[src/sv/clcp_column_score_accumulator_top_defines.svh]
// Assertion macros for the column score accumulator.
// Used by clcp_column_score_accumulator_top; expects clk and rst in scope.
`ifndef CLCP_COLUMN_SCORE_ACCUMULATOR_TOP_DEFINES_SVH
`define CLCP_COLUMN_SCORE_ACCUMULATOR_TOP_DEFINES_SVH
`ifndef SYNTHESIS
`define CLCP_ASSERT_IMPL(lbl, cond, expr) \
  lbl: assert property (@(posedge clk) disable iff (rst) (cond) |-> (expr)) \
    else $error("clcp assertion failed");
`define CLCP_ASSERT_NEXT(lbl, cond, expr) \
  lbl: assert property (@(posedge clk) disable iff (rst) (cond) |=> (expr)) \
    else $error("clcp assertion failed");
`else
`define CLCP_ASSERT_IMPL(lbl, cond, expr)
`define CLCP_ASSERT_NEXT(lbl, cond, expr)
`endif
`endif

[src/sv/clcp_pkg.sv]
// Shared constants, codes and types of the column score accumulator.
// No dependencies; used by every module of the block.
package clcp_pkg;

  localparam int MAX_SEQUENCES = 1024;
  localparam int LCP_BITS      = 16;
  localparam int SCORE_BITS    = 40;
  localparam int SEQ_BITS      = 10;
  localparam int REQ_BITS      = 2;
  localparam int ADDR_BITS     = $clog2(MAX_SEQUENCES);
  localparam int QUEUE_DEPTH   = 4;
  localparam int QPTR_BITS     = $clog2(QUEUE_DEPTH);

  // request codes on the input channel
  localparam logic [REQ_BITS-1:0] REQ_START   = 2'd0;
  localparam logic [REQ_BITS-1:0] REQ_ELEMENT = 2'd1;
  localparam logic [REQ_BITS-1:0] REQ_READ    = 2'd2;
  localparam logic [REQ_BITS-1:0] REQ_UNUSED  = 2'd3;

  // operations handed from front to back
  localparam logic [1:0] OP_START = 2'd0;
  localparam logic [1:0] OP_ADD   = 2'd1;
  localparam logic [1:0] OP_READ  = 2'd2;

  typedef struct packed {
    logic [1:0]          op;
    logic [SEQ_BITS-1:0] seq;
    logic [LCP_BITS-1:0] added;
    logic                last;
  } clcp_entry_t;

  typedef struct packed {
    logic full;
    logic empty;
  } clcp_queue_status_t;

  typedef struct packed {
    logic pop;
    logic clearing;
    logic s1_valid;
  } clcp_back_status_t;

endpackage

[src/sv/clcp_front.sv]
// Front end: accepts transactions, keeps the running alpha/zeta/reference state
// and classifies each request into a queue entry. Depends on clcp_pkg.
module clcp_front (
  input  logic                                clk,
  input  logic                                rst,
  input  logic                                in_valid,
  output logic                                in_ready,
  input  logic [clcp_pkg::REQ_BITS-1:0]       req_type,
  input  logic [clcp_pkg::LCP_BITS-1:0]       element_lcp,
  input  logic [clcp_pkg::SEQ_BITS-1:0]       element_sequence,
  input  logic                                d_position_hit,
  input  logic [clcp_pkg::LCP_BITS-1:0]       d_pair_lcp,
  input  logic [clcp_pkg::LCP_BITS-1:0]       next_ref_lcp,
  input  logic                                next_ref_lcp_valid,
  input  logic                                last_element,
  input  logic                                cfg_valid,
  output logic                                cfg_ready,
  input  logic [clcp_pkg::SEQ_BITS-1:0]       cfg_data,
  input  clcp_pkg::clcp_queue_status_t        q_status,
  output logic                                push,
  output clcp_pkg::clcp_entry_t               push_entry
);

  logic [clcp_pkg::SEQ_BITS-1:0] reference_sequence;
  logic [clcp_pkg::LCP_BITS-1:0] min_lcp_run, min_lcp_run_next;
  logic [clcp_pkg::LCP_BITS-1:0] max_d_run, max_d_run_next;
  logic                          first_pending, first_pending_next;
  logic [clcp_pkg::LCP_BITS-1:0] ref_lcp_current, ref_lcp_current_next;

  logic                          accept;
  logic                          foreign;
  logic [clcp_pkg::LCP_BITS-1:0] min_new;
  logic [clcp_pkg::LCP_BITS-1:0] max_new;
  logic [clcp_pkg::LCP_BITS-1:0] amount;
  logic [clcp_pkg::LCP_BITS-1:0] ref_load;

  assign in_ready  = !q_status.full;
  assign cfg_ready = 1'b1;
  assign accept    = in_valid && in_ready;

  assign foreign  = (element_sequence != reference_sequence);
  assign min_new  = (element_lcp < min_lcp_run) ? element_lcp : min_lcp_run;
  assign max_new  = (d_position_hit && (d_pair_lcp > max_d_run)) ? d_pair_lcp : max_d_run;
  assign ref_load = next_ref_lcp_valid ? next_ref_lcp : '0;

  // when alpha does not exceed the reference LCP, max of all three
  // reduces to max(zeta, reference LCP)
  always_comb begin
    if (first_pending) begin
      amount = max_new;
    end else if (min_new > ref_lcp_current) begin
      amount = min_new;
    end else begin
      amount = (max_new > ref_lcp_current) ? max_new : ref_lcp_current;
    end
  end

  always_comb begin
    min_lcp_run_next     = min_lcp_run;
    max_d_run_next       = max_d_run;
    first_pending_next   = first_pending;
    ref_lcp_current_next = ref_lcp_current;
    push                 = 1'b0;
    push_entry.op        = clcp_pkg::OP_READ;
    push_entry.seq       = element_sequence;
    push_entry.added     = '0;
    push_entry.last      = 1'b0;
    unique case (req_type)
      clcp_pkg::REQ_START: begin
        min_lcp_run_next     = '1;
        max_d_run_next       = '0;
        first_pending_next   = 1'b1;
        ref_lcp_current_next = ref_load;
        push                 = accept;
        push_entry.op        = clcp_pkg::OP_START;
        push_entry.seq       = '0;
      end
      clcp_pkg::REQ_ELEMENT: begin
        push            = accept;
        push_entry.last = last_element;
        if (foreign) begin
          min_lcp_run_next   = min_new;
          max_d_run_next     = max_new;
          first_pending_next = 1'b0;
          push_entry.op      = clcp_pkg::OP_ADD;
          push_entry.added   = amount;
        end else begin
          min_lcp_run_next     = '1;
          max_d_run_next       = '0;
          ref_lcp_current_next = ref_load;
          if (!next_ref_lcp_valid) begin
            first_pending_next = 1'b0;
          end
        end
      end
      clcp_pkg::REQ_READ: begin
        push = accept;
      end
      default: begin
        push = 1'b0;
      end
    endcase
  end

  always_ff @(posedge clk) begin
    if (rst) begin
      reference_sequence <= '0;
      min_lcp_run        <= '1;
      max_d_run          <= '0;
      first_pending      <= 1'b1;
      ref_lcp_current    <= '0;
    end else begin
      if (cfg_valid && cfg_ready) begin
        reference_sequence <= cfg_data;
      end
      if (accept) begin
        min_lcp_run     <= min_lcp_run_next;
        max_d_run       <= max_d_run_next;
        first_pending   <= first_pending_next;
        ref_lcp_current <= ref_lcp_current_next;
      end
    end
  end

endmodule

[config.mk]
export PLATFORM = sky130hd
export DESIGN_NAME = clcp_front
export DESIGN_NICKNAME = d
export VERILOG_FILES = /design/src/sv/clcp_column_score_accumulator_top_defines.svh /design/src/sv/clcp_pkg.sv /design/src/sv/clcp_front.sv
export SDC_FILE = /design/constraint.sdc
export NUM_CORES = 1
export LEC_CHECK = 0
export BUFFER_PORTS_ARGS = -buffer_cell sky130_fd_sc_hd__clkbuf_2
export CAP_MARGIN = 20
export CORE_MARGIN = 2
export CORE_UTILIZATION = 43
export CTS_CLUSTER_DIAMETER = 30
export DETAILED_ROUTE_END_ITERATION = 6
export HOLD_SLACK_MARGIN = 0.08
export PLACE_DENSITY = 0.63
export SLEW_MARGIN = 15
export SYNTH_ARGS = -nofsm -noshare
export SYNTH_HDL_FRONTEND = slang
export SYNTH_SLANG_ARGS = --single-unit
[constraint.sdc]
create_clock -name clk -period 4.8 [get_ports clk]
set_clock_uncertainty 0.15 [all_clocks]
set_input_delay 0.48 -clock clk [delete_from_list [all_inputs] [get_ports clk]]
set_output_delay 0.48 -clock clk [all_outputs]
set_load 0.01 [all_outputs]
==> results of run 1 <==
[through the flow]
stage	setup TNS, ps	instances	util
6_report	-3300	857	0.635
5_1_grt	-5800	857	0.635
4_1_cts	-2940	851	0.610
3_5_place_dp	-7560	826	0.552
3_3_place_gp	-5040	826	0.552
2_1_floorplan	0	538	-
[critical path, stage by stage, from the launching register on]
cell	delay (ps)
dfxtp_2	340
inv_1	50
ha_1	290
nand2_1	70
nor4_2	320
a21oi_2	110
o21ai_2	150
buf_6	140
mux2_2	340
ha_1	310
and3_4	200
nand3_2	100
buf_4	150
a211oi_2	190
nor2_1	80
a21o_1	170
a211o_1	370
buf_6	170
a222oi_1	320
buf_2	200
[logic make-up (layout without fill, tap and decap cells)]
family,count (synthesis),in the layout
other cells,1,1
simple gates,166,166
fa+ha+maj,63,63
xor+xnor,10,10
flops,59,59
mux,42,42
buf+inv,79,262
compound gates,118,118
[cell usage in the layout (no fill, tap or decap), types with 14 or more instances in the layout]
master,netlist,layout
a21oi_1,42,36
nand2_1,48,47
inv_1,52,51
buf_4,2,76
clkbuf_2,0,92
nand3_1,23,22
nand2b_1,20,20
mux2_2,20,16
a22o_1,15,15
ha_1,63,45
o22ai_1,15,15
dfxtp_1,59,47
mux2_4,10,14
buf_2,4,17
nor2_1,21,19
ha_4,0,18
nor3_1,18,16
[per-layer routing]
metal,global-route usage,vias to the layer above,part of all wire
met5,0,-,0
met2,0.453,165,0.52
met1,0.277,2247,0.40
met4,0.0844,0,0.024
met3,0.0521,27,0.056
li1,-,2299,-
[synth_stat cells (2+ instances only)]
library cell and number:
buf_4 2, nand2b_1 20, o22ai_1 15, mux2i_1 12
a2111o_1 2, xnor2_1 8, o211ai_1 3, xor2_1 2
o21ai_0 6, nand2_1 48, a221oi_2 8, nor3_1 18
a21oi_1 42, nor2_1 21, a22o_1 15, o31ai_1 2
nor4_1 4, buf_6 3, ha_1 63, buf_2 4
a21o_1 6, nor2b_1 13, nand4_1 12, a211oi_1 2
mux2_2 20, nand3_1 23, mux2_4 10, inv_1 52
dfxtp_1 59, a221oi_1 9, clkbuf_1 17
[power by group through the flow]
stage	logic (mW)	registers (mW)	clock network, mW
after floorplan	0.175	0.514	0
after global placement	0.290	0.518	0
after detailed placement	0.301	0.518	0
after CTS	0.336	0.507	0.522
after global routing	0.398	0.508	0.544
final	0.368	0.507	0.513
[worst max-delay path by stage]
stage	cells past startpoint	to
after floorplan	17	push_entry[15]
after global placement	15	push_entry[15]
after detailed placement	16	push_entry[15]
after CTS	17	push_entry[1]
after global routing	19	push_entry[1]
final	19	push_entry[1]
[area by class of cell]
class                      count  area share
clock inverter                 6      0.0135
timing repair buffer         194       0.190
clock buffer                  10      0.0195
sequential                    59       0.182
tap                          136      0.0259
multi-input combinational    400       0.539
inverter                      52      0.0298
[registers in the layout, summed over array words and instances (netlist names)]
signal	flops
min_lcp_run	16
ref_lcp_current	16
reference_sequence	10
first_pending	1
max_d_run	16
[repair_timing]
action,CTS,global route
setup buffers,8,5
pin swaps,5,22
endpoints found under the setup margin,16,16
gates cloned,1,1
gates resized for setup,42,54
==> flow_summary.toml, run 1 <==
[global_route]
grt_remaining_overflow = 0
grt_pass1_vias = 4773
track_usage = 0.245
grt_max_degree = 47
antenna_found_initial = 0
grt_pass1_wl_um = 22200

[synthesis]
mappedNetlistNets = 680
synth_top_family_by_area = "compound AO/OA/AOI/OAI gates"
synthXorXnorAreaFrac = 0.0191
ys.flop_type = "dfxtp_1"
synth.distinct_cells = 48
synth_top_area_frac = 0.257
postSynthCellCount = 538
muxShareOfSynthArea = 0.108
syn_area_um2 = 4590
synth_compound_area_frac = 0.188
synth.avg_cell_area_um2 = 8.53
synth_top_area_cell = "dfxtp_1"
ys_ff_latch = 59
synthArstFlopShare = 0
synth_fa_ha_area_frac = 0.172
yosysWarnings = 0
synth-edff-count = 0
synth-simple-area-share = 0.179
synthTopCellsByArea = "dfxtp_1 26%, ha_1 17%, mux2_2 4.9%"
yosysSeqAreaShare = 0.257

[setup_path]
criticalPathCategory = "reg -> out"
reg2reg_to = "max_d_run[2]"
startpoint = "min_lcp_run[5]"
cp_max_fo = 6
r2r_start = "reference_sequence[0]"
endpoint_kind = "output port"
worstPathArrival_ps = 4430
crit_required_ps = 4170
r2r_slack_ps = 1860
startpoint_type = "flop"
reg2regPathDepth = 9

[clock_network]
cts-root-buf = "clkbuf_8"
cts_sinks = 59
hold_buffers = 0
numCtsBuffers = 9
clk_latency_ps = 360
clk_pin_slew_worst_paths_ps = 80
cts_tree = "built"
h-tree-depth = 3
cts.path.max_buffers = 2

[place]
dp_slack_ps = -574
dp_hpwl_um = 10700
post_dp_cell_area_um2 = 5700
io_buffers = 108
routabilityCongestion = 0.872

[finish]
fin_area_um2 = 6560
insertedDiodeCount = 0
area.growth.synth_to_final_pct = 42.9
num-fill-cells = 857
regArea_um2 = 1200
nets = 858
drive_above_1_share = 0.429
multiInputGateArea_um2 = 3530

[drt]
wl_um = 14400
drc_errors = 0
drtIter0Drc = 204
dr.pass1.iters = 4
viasPerCell = 5.53
vias = 4738
avgRoutedWirePerCell_um = 16.9
ant_nets = 0

[outcome]
status = "complete, but fails checks"
violations = "negative setup slack"

[floorplan]
die_y_um = 107
row_count = 37
die_w_um = 107
initial_core_util = 0.445
die_area_um2 = 11500
core_um2 = 10300
io_pins = 111

[sta]
timing.final.ws_setup_ps = -261
max_freq_mhz = 198
finalCritPeriodShare = 1.05
finalSetupViolCount = 16
holdWs_ps = 206
max_slew_margin = 0.360
hold_viol = 0
post-route-min-period_ps = 5060
rsz0062_at_grt = "yes"
tightest_slew_ps = 960
slew_viol_final = 0

[pwr]
power_density_nw_per_um2 = 212
power.total_mw = 1.39
clockPowerShare = 0.370
p_leak_nw = 2.93
ir_drop_mv = 0.177
comb_power_share = 0.265
p_seq_frac = 0.366
cellInternalPower_uw = 976
switchingPower_uw = 412
swShare = 0.296

[hold_path]
hp-class = "in -> reg"
min_to = "reference_sequence[8]"
holdCritStartpoint = "cfg_data[8]"
min_path_cells = 3

[run]
maxCapViolations = 0
Note: power is estimated with default switching activity, not from simulation.
==> run 2, diff against run 1 <==
CELL_PAD_IN_SITES_DETAIL_PLACEMENT = 1   (was default)
CELL_PAD_IN_SITES_GLOBAL_PLACEMENT = 1   (was default)
CORE_UTILIZATION = 40   (was 43)
PLACE_DENSITY = 0.78   (was 0.63)
==> flow_summary.toml, run 2 (same netlist as run 1, synthesis figures left out) <==
[place]
dp_hpwl_um = 13600
dp_slack_ps = -557
post_dp_cell_area_um2 = 5930
routabilityCongestion = 0.971
io_buffers = 108

[floorplan]
row_count = 39
die_y_um = 111
io_pins = 111
initial_core_util = 0.405
die_w_um = 111
core_um2 = 11300
die_area_um2 = 12300

[drt]
vias = 5656
viasPerCell = 6.26
dr.pass1.iters = 5
wl_um = 24800
ant_nets = 0
drc_errors = 0
avgRoutedWirePerCell_um = 27.5
drtIter0Drc = 487

[finish]
reg_top3 = "max_d_run x16, min_lcp_run x16, ref_lcp_current x16"
mostFrequentLayoutCell = "buf_4"
nets = 897
fin_area_um2 = 7030
final_core_util = 0.621
area.growth.synth_to_final_pct = 53.1
insertedDiodeCount = 0
final_cell_mix = "114 x buf_4, 93 x clkbuf_2, 50 x inv_1, 46 x nand2_1, 46 x dfxtp_1"
drive_above_1_share = 0.476

[pwr]
comb_power_share = 0.269
switchingPower_uw = 515
p_leak_nw = 3.18
power_density_nw_per_um2 = 239
clockPowerShare = 0.427
ir_drop_mv = 0.307
cellInternalPower_mw = 1.16
p_seq_frac = 0.304
power.total_mw = 1.68
swShare = 0.307

[global_route]
grt_pass1_vias = 6125
antenna_found_initial = 0
track_usage = 0.347
grt_max_degree = 47
grt_remaining_overflow = 0
grt_pass1_wl_um = 33100

[setup_path]
criticalPathCategory = "reg -> out"
cpMaxStageDelayCell = "a2111o_1"
reg2regPathDepth = 11
r2r_start = "max_d_run[8]"
cp_slowest_stage_delay_ps = 480
endpoint_kind = "output port"
startpoint_type = "flop"
path_cells = "inv_1 > ha_1 > nand4_1 > a2111o_1 > a31oi_4 > buf_12 > buf_4 > mux2_4 > ha_4 > a21oi_2 > nand2_1 > a211oi_2 > a21oi_2 > a211o_4 > buf_8 > a221oi_2 > buf_2"
worstPathArrival_ps = 4900
cp_max_fo = 6
crit_required_ps = 4170
cp_num_buf_inv = 5
critPathTopFamily = "compound AO/OA/AOI/OAI gates"
reg2reg_to = "max_d_run[1]"
crit_path_frequent_cell = "a21oi_2"
r2r_slack_ps = 1730

[run]
maxCapViolations = 0

[outcome]
violations = "negative setup slack"
status = "complete, but fails checks"

[sta]
slew_viol_final = 0
tightest_slew_ps = 944
finalSetupViolCount = 16
hold_viol = 0
timing.final.ws_setup_ps = -729
finalCritPeriodShare = 1.15
post-route-min-period_ps = 5530
max_slew_margin = 0.370
max_freq_mhz = 181
rsz0062_at_grt = "yes"

[hold_path]
hp-class = "in -> reg"
min_path_cells = 3
holdCritStartpoint = "cfg_data[0]"
min_to = "reference_sequence[0]"

[clock_network]
numCtsBuffers = 9
h-tree-depth = 3
cts-root-buf = "clkbuf_16"
cts.path.max_buffers = 2
hold_buffers = 0
cts_tree = "built"
cts_sinks = 59
clk_pin_slew_worst_paths_ps = 60
clk_latency_ps = 360
==> run 2: cell types whose count changed in the layout (fill, tap and decap cells not counted), sizes merged <==
| cell | change |
|---|---|
| clkbuf | +2 |
| inv | -1 |
| buf | +38 |
| clkinv | +1 |
| clkinvlp | -1 |
==> run 2: how the worst max path moves through the flow <==
stage / startpoint / depth (start not counted) / end / slack (ps)
after global routing: max_d_run[5] / 18 / push_entry[7] / -760
after CTS: max_d_run[13] / 19 / push_entry[1] / -250
after global placement: d_pair_lcp[11] / 16 / push_entry[1] / -580
final: max_d_run[8] / 17 / push_entry[11] / -730
after floorplan: element_lcp[7] / 17 / push_entry[15] / 190
after detailed placement: element_lcp[7] / 17 / push_entry[2] / -560
==> run 2: layout make-up <==
cell class	count	area (um2)
inverters	52	195
repair buffers	233	1540
clock buffers	11	233
fillers	1289	4290
clock inverters	5	77.6
well taps	143	179
flip-flops and latches	59	1200
multi-input cells	400	3600
==> run 2: worst reg2reg max path, delay by kind of cell, from the launching register on <==
kind,cells,cell delay (ps)
AOI/OAI and AO/OA,3,930
adders and majority gates,1,290
DFF,1,360
and+or+nand+nor,1,260
buffers and inverters,5,650
muxes,1,330
==> run 2: through the flow <==
step                      TNS [ps]  hold slack, ps  cells
final                       -10540             222    903
after CTS                    -3280             223    889
after global placement       -8090             292    861
after floorplan                  0             282    538
after global routing        -11220             235    903
after detailed placement     -8130             297    861
==> run 2: timing repair <==
action / in CTS / in global routing
pin swaps: 24 / 24
resized for setup: 63 / 50
endpoints found under the setup margin: 16 / 16
buffers inserted: 11 / 12
endpoints found under the hold margin: 0 / 0
gates cloned: 1 / 0
==> run 2: power groups by stage <==
stage | Combinational, mW | Sequential (mW) | Clock, mW
after floorplan | 0.175 | 0.514 | 0
final | 0.452 | 0.510 | 0.717
after detailed placement | 0.333 | 0.519 | 0
after CTS | 0.379 | 0.509 | 0.710
after global routing | 0.468 | 0.510 | 0.738
after global placement | 0.308 | 0.518 | 0
==> run 2: routing by layer <==
metal  track usage  up-vias  part of all wire
met5             0        -                 0
met4         0.265        0             0.094
met3        0.0929      180             0.083
met2         0.599      421              0.48
met1         0.356     2677              0.34
li1              -     2378                 -
==> run 3, diff against run 2 <==
==> constraint.sdc (replaced) <==
create_clock -name clk -period 4.8 [get_ports clk]
set_clock_uncertainty 0.15 [all_clocks]
set_input_delay 0.96 -clock clk [delete_from_list [all_inputs] [get_ports clk]]
set_output_delay 0.96 -clock clk [all_outputs]
set_load 0.01 [all_outputs]
==> flow_summary.toml, run 3 (same netlist as run 1, synthesis figures left out) <==
[finish]
insertedDiodeCount = 0
final_cells = 924
num-fill-cells = 1314
reg_top3 = "max_d_run x16, min_lcp_run x16, ref_lcp_current x16"
nets = 918
final_cell_mix = "134 x buf_4, 94 x clkbuf_2, 59 x dfxtp_1, 52 x inv_1, 47 x nand2_1"
drive_above_1_share = 0.464
final_core_util = 0.646
mostFrequentLayoutCell = "buf_4"
area.growth.synth_to_final_pct = 59.4

[drt]
viasPerCell = 6.07
drc_errors = 0
vias = 5605
dr.pass1.iters = 5
ant_nets = 0
drtIter0Drc = 405
avgRoutedWirePerCell_um = 25.2
wl_um = 23200

[floorplan]
io_pins = 111
row_count = 39
core_um2 = 11300
die_w_um = 111
die_area_um2 = 12300
initial_core_util = 0.405
die_y_um = 111

[clock_network]
h-tree-depth = 3
cts_tree = "built"
cts_sinks = 59
cts.path.max_buffers = 2
clk_latency_ps = 360
clk_pin_slew_worst_paths_ps = 50
cts-root-buf = "clkbuf_16"
numCtsBuffers = 9

[global_route]
grt_remaining_overflow = 0
grt_max_degree = 47
antenna_found_initial = 0
track_usage = 0.327
grt_pass1_wl_um = 31400
grt_pass1_vias = 5894

[sta]
max_freq_mhz = 159
post-route-min-period_ps = 6310
finalSetupViolCount = 16
hold_viol = 0
timing.final.ws_setup_ps = -1510
holdWs_ps = 303
tightest_slew_ps = 1110
rsz0062_at_grt = "yes"
finalCritPeriodShare = 1.31
max_slew_margin = 0.255
slew_viol_final = 0

[hold_path]
min_to = "ref_lcp_current[2]"
min_path_cells = 2
holdCritStartpoint = "ref_lcp_current[2]"
hp-class = "reg -> reg"

[pwr]
swShare = 0.287
p_seq_frac = 0.293
switchingPower_uw = 499
ir_drop_mv = 0.288
clockPowerShare = 0.446
p_leak_nw = 3.33
cellInternalPower_mw = 1.24
power_density_nw_per_um2 = 237
comb_power_share = 0.261

[setup_path]
endpoint_kind = "output port"
crit_required_ps = 3690
cp_max_fo = 5
r2r_start = "reference_sequence[6]"
crit_path_frequent_cell = "buf_4"
criticalPathCategory = "in -> out"
r2r_slack_ps = 1620
reg2reg_to = "max_d_run[4]"
cp_num_buf_inv = 6
reg2regPathDepth = 8
startpoint = "d_pair_lcp[15]"
worstPathArrival_ps = 5200
cpMaxStageDelayCell = "nor4_4"
critPathTopFamily = "compound AO/OA/AOI/OAI gates"
path_cells = "buf_4 > ha_4 > nand4_1 > buf_4 > nor2_4 > a22oi_2 > a31oi_4 > buf_6 > buf_4 > mux2_2 > ha_1 > nand4_1 > buf_4 > nor4_4 > a21oi_2 > a211o_4 > a222oi_1 > buf_2"
startpoint_type = "primary input"
cp_slowest_stage_delay_ps = 460

[run]
maxCapViolations = 0

[place]
routabilityCongestion = 0.922
io_buffers = 108
dp_hpwl_um = 14000
dpl.cell_count = 881

[outcome]
status = "complete, but fails checks"
violations = "negative setup slack"
## run 3: cell count changes in the layout (fill, tap and decap cells not counted), sizes merged
cell      previous run  this run
buf                140       158
clkbuf             104       106
a211o                1         2
bufinv               2         3
clkinvlp             1         0
## run 3: worst max-delay path by stage
stage | slack, ps | end | depth (start not counted)
5_1_grt | -1540 | push_entry[16] | 19
2_1_floorplan | -580 | push_entry[10] | 15
4_1_cts | -1210 | push_entry[6] | 17
3_5_place_dp | -1350 | push_entry[16] | 16
6_report | -1510 | push_entry[1] | 18
3_3_place_gp | -1090 | push_entry[16] | 17
## run 3: power groups by stage
| stage | combinational [mW] | clock, mW | sequential, mW |
|---|---|---|---|
| 2_1_floorplan | 0.200 | 0 | 0.514 |
| 3_3_place_gp | 0.338 | 0 | 0.518 |
| 3_5_place_dp | 0.363 | 0 | 0.519 |
| 4_1_cts | 0.399 | 0.772 | 0.509 |
| 5_1_grt | 0.474 | 0.804 | 0.510 |
| 6_report | 0.453 | 0.775 | 0.509 |
## run 3: metrics by stage
stage / power (mW) / setup TNS, ps / setup slack (ps) / cell area, um2
2_1_floorplan: 0.715 / -8820 / -582 / 4950
3_3_place_gp: 0.856 / -16820 / -1090 / 6420
3_5_place_dp: 0.882 / -20360 / -1350 / 6420
4_1_cts: 1.68 / -18690 / -1210 / 7090
5_1_grt: 1.79 / -23960 / -1540 / 7320
6_report: 1.74 / -23160 / -1510 / 7320
## run 3: tightest hold or removal path, delay by kind of cell (launching register included)
kind,cells,cell delay [ps]
AND/OR/NAND/NOR,1,50
AO/OA/AOI/OAI,1,50
flip-flops,1,300
## run 3: area by class of cell
cell class / count / area [um2] / area share
multi-input cells: 401 / 3660 / 0.500
repair buffers: 253 / 1760 / 0.240
flip-flops and latches: 59 / 1180 / 0.161
clock inverters: 5 / 100 / 0.0137
clock buffers: 11 / 243 / 0.0332
inverters: 52 / 195 / 0.0267
well taps: 143 / 179 / 0.0245
## run 3: metal layers
metal	routed length, um	GRT usage
met1	8250	0.336
met2	11500	0.581
met3	1570	0.0771
met4	1940	0.236
met5	0	0
## run 3: repair_timing
action,in CTS,in global routing
setup endpoints to repair,16,16
pin swaps,22,40
buffers inserted,11,14
hold buffers,0,0
cloned,0,2
resized for setup,33,36
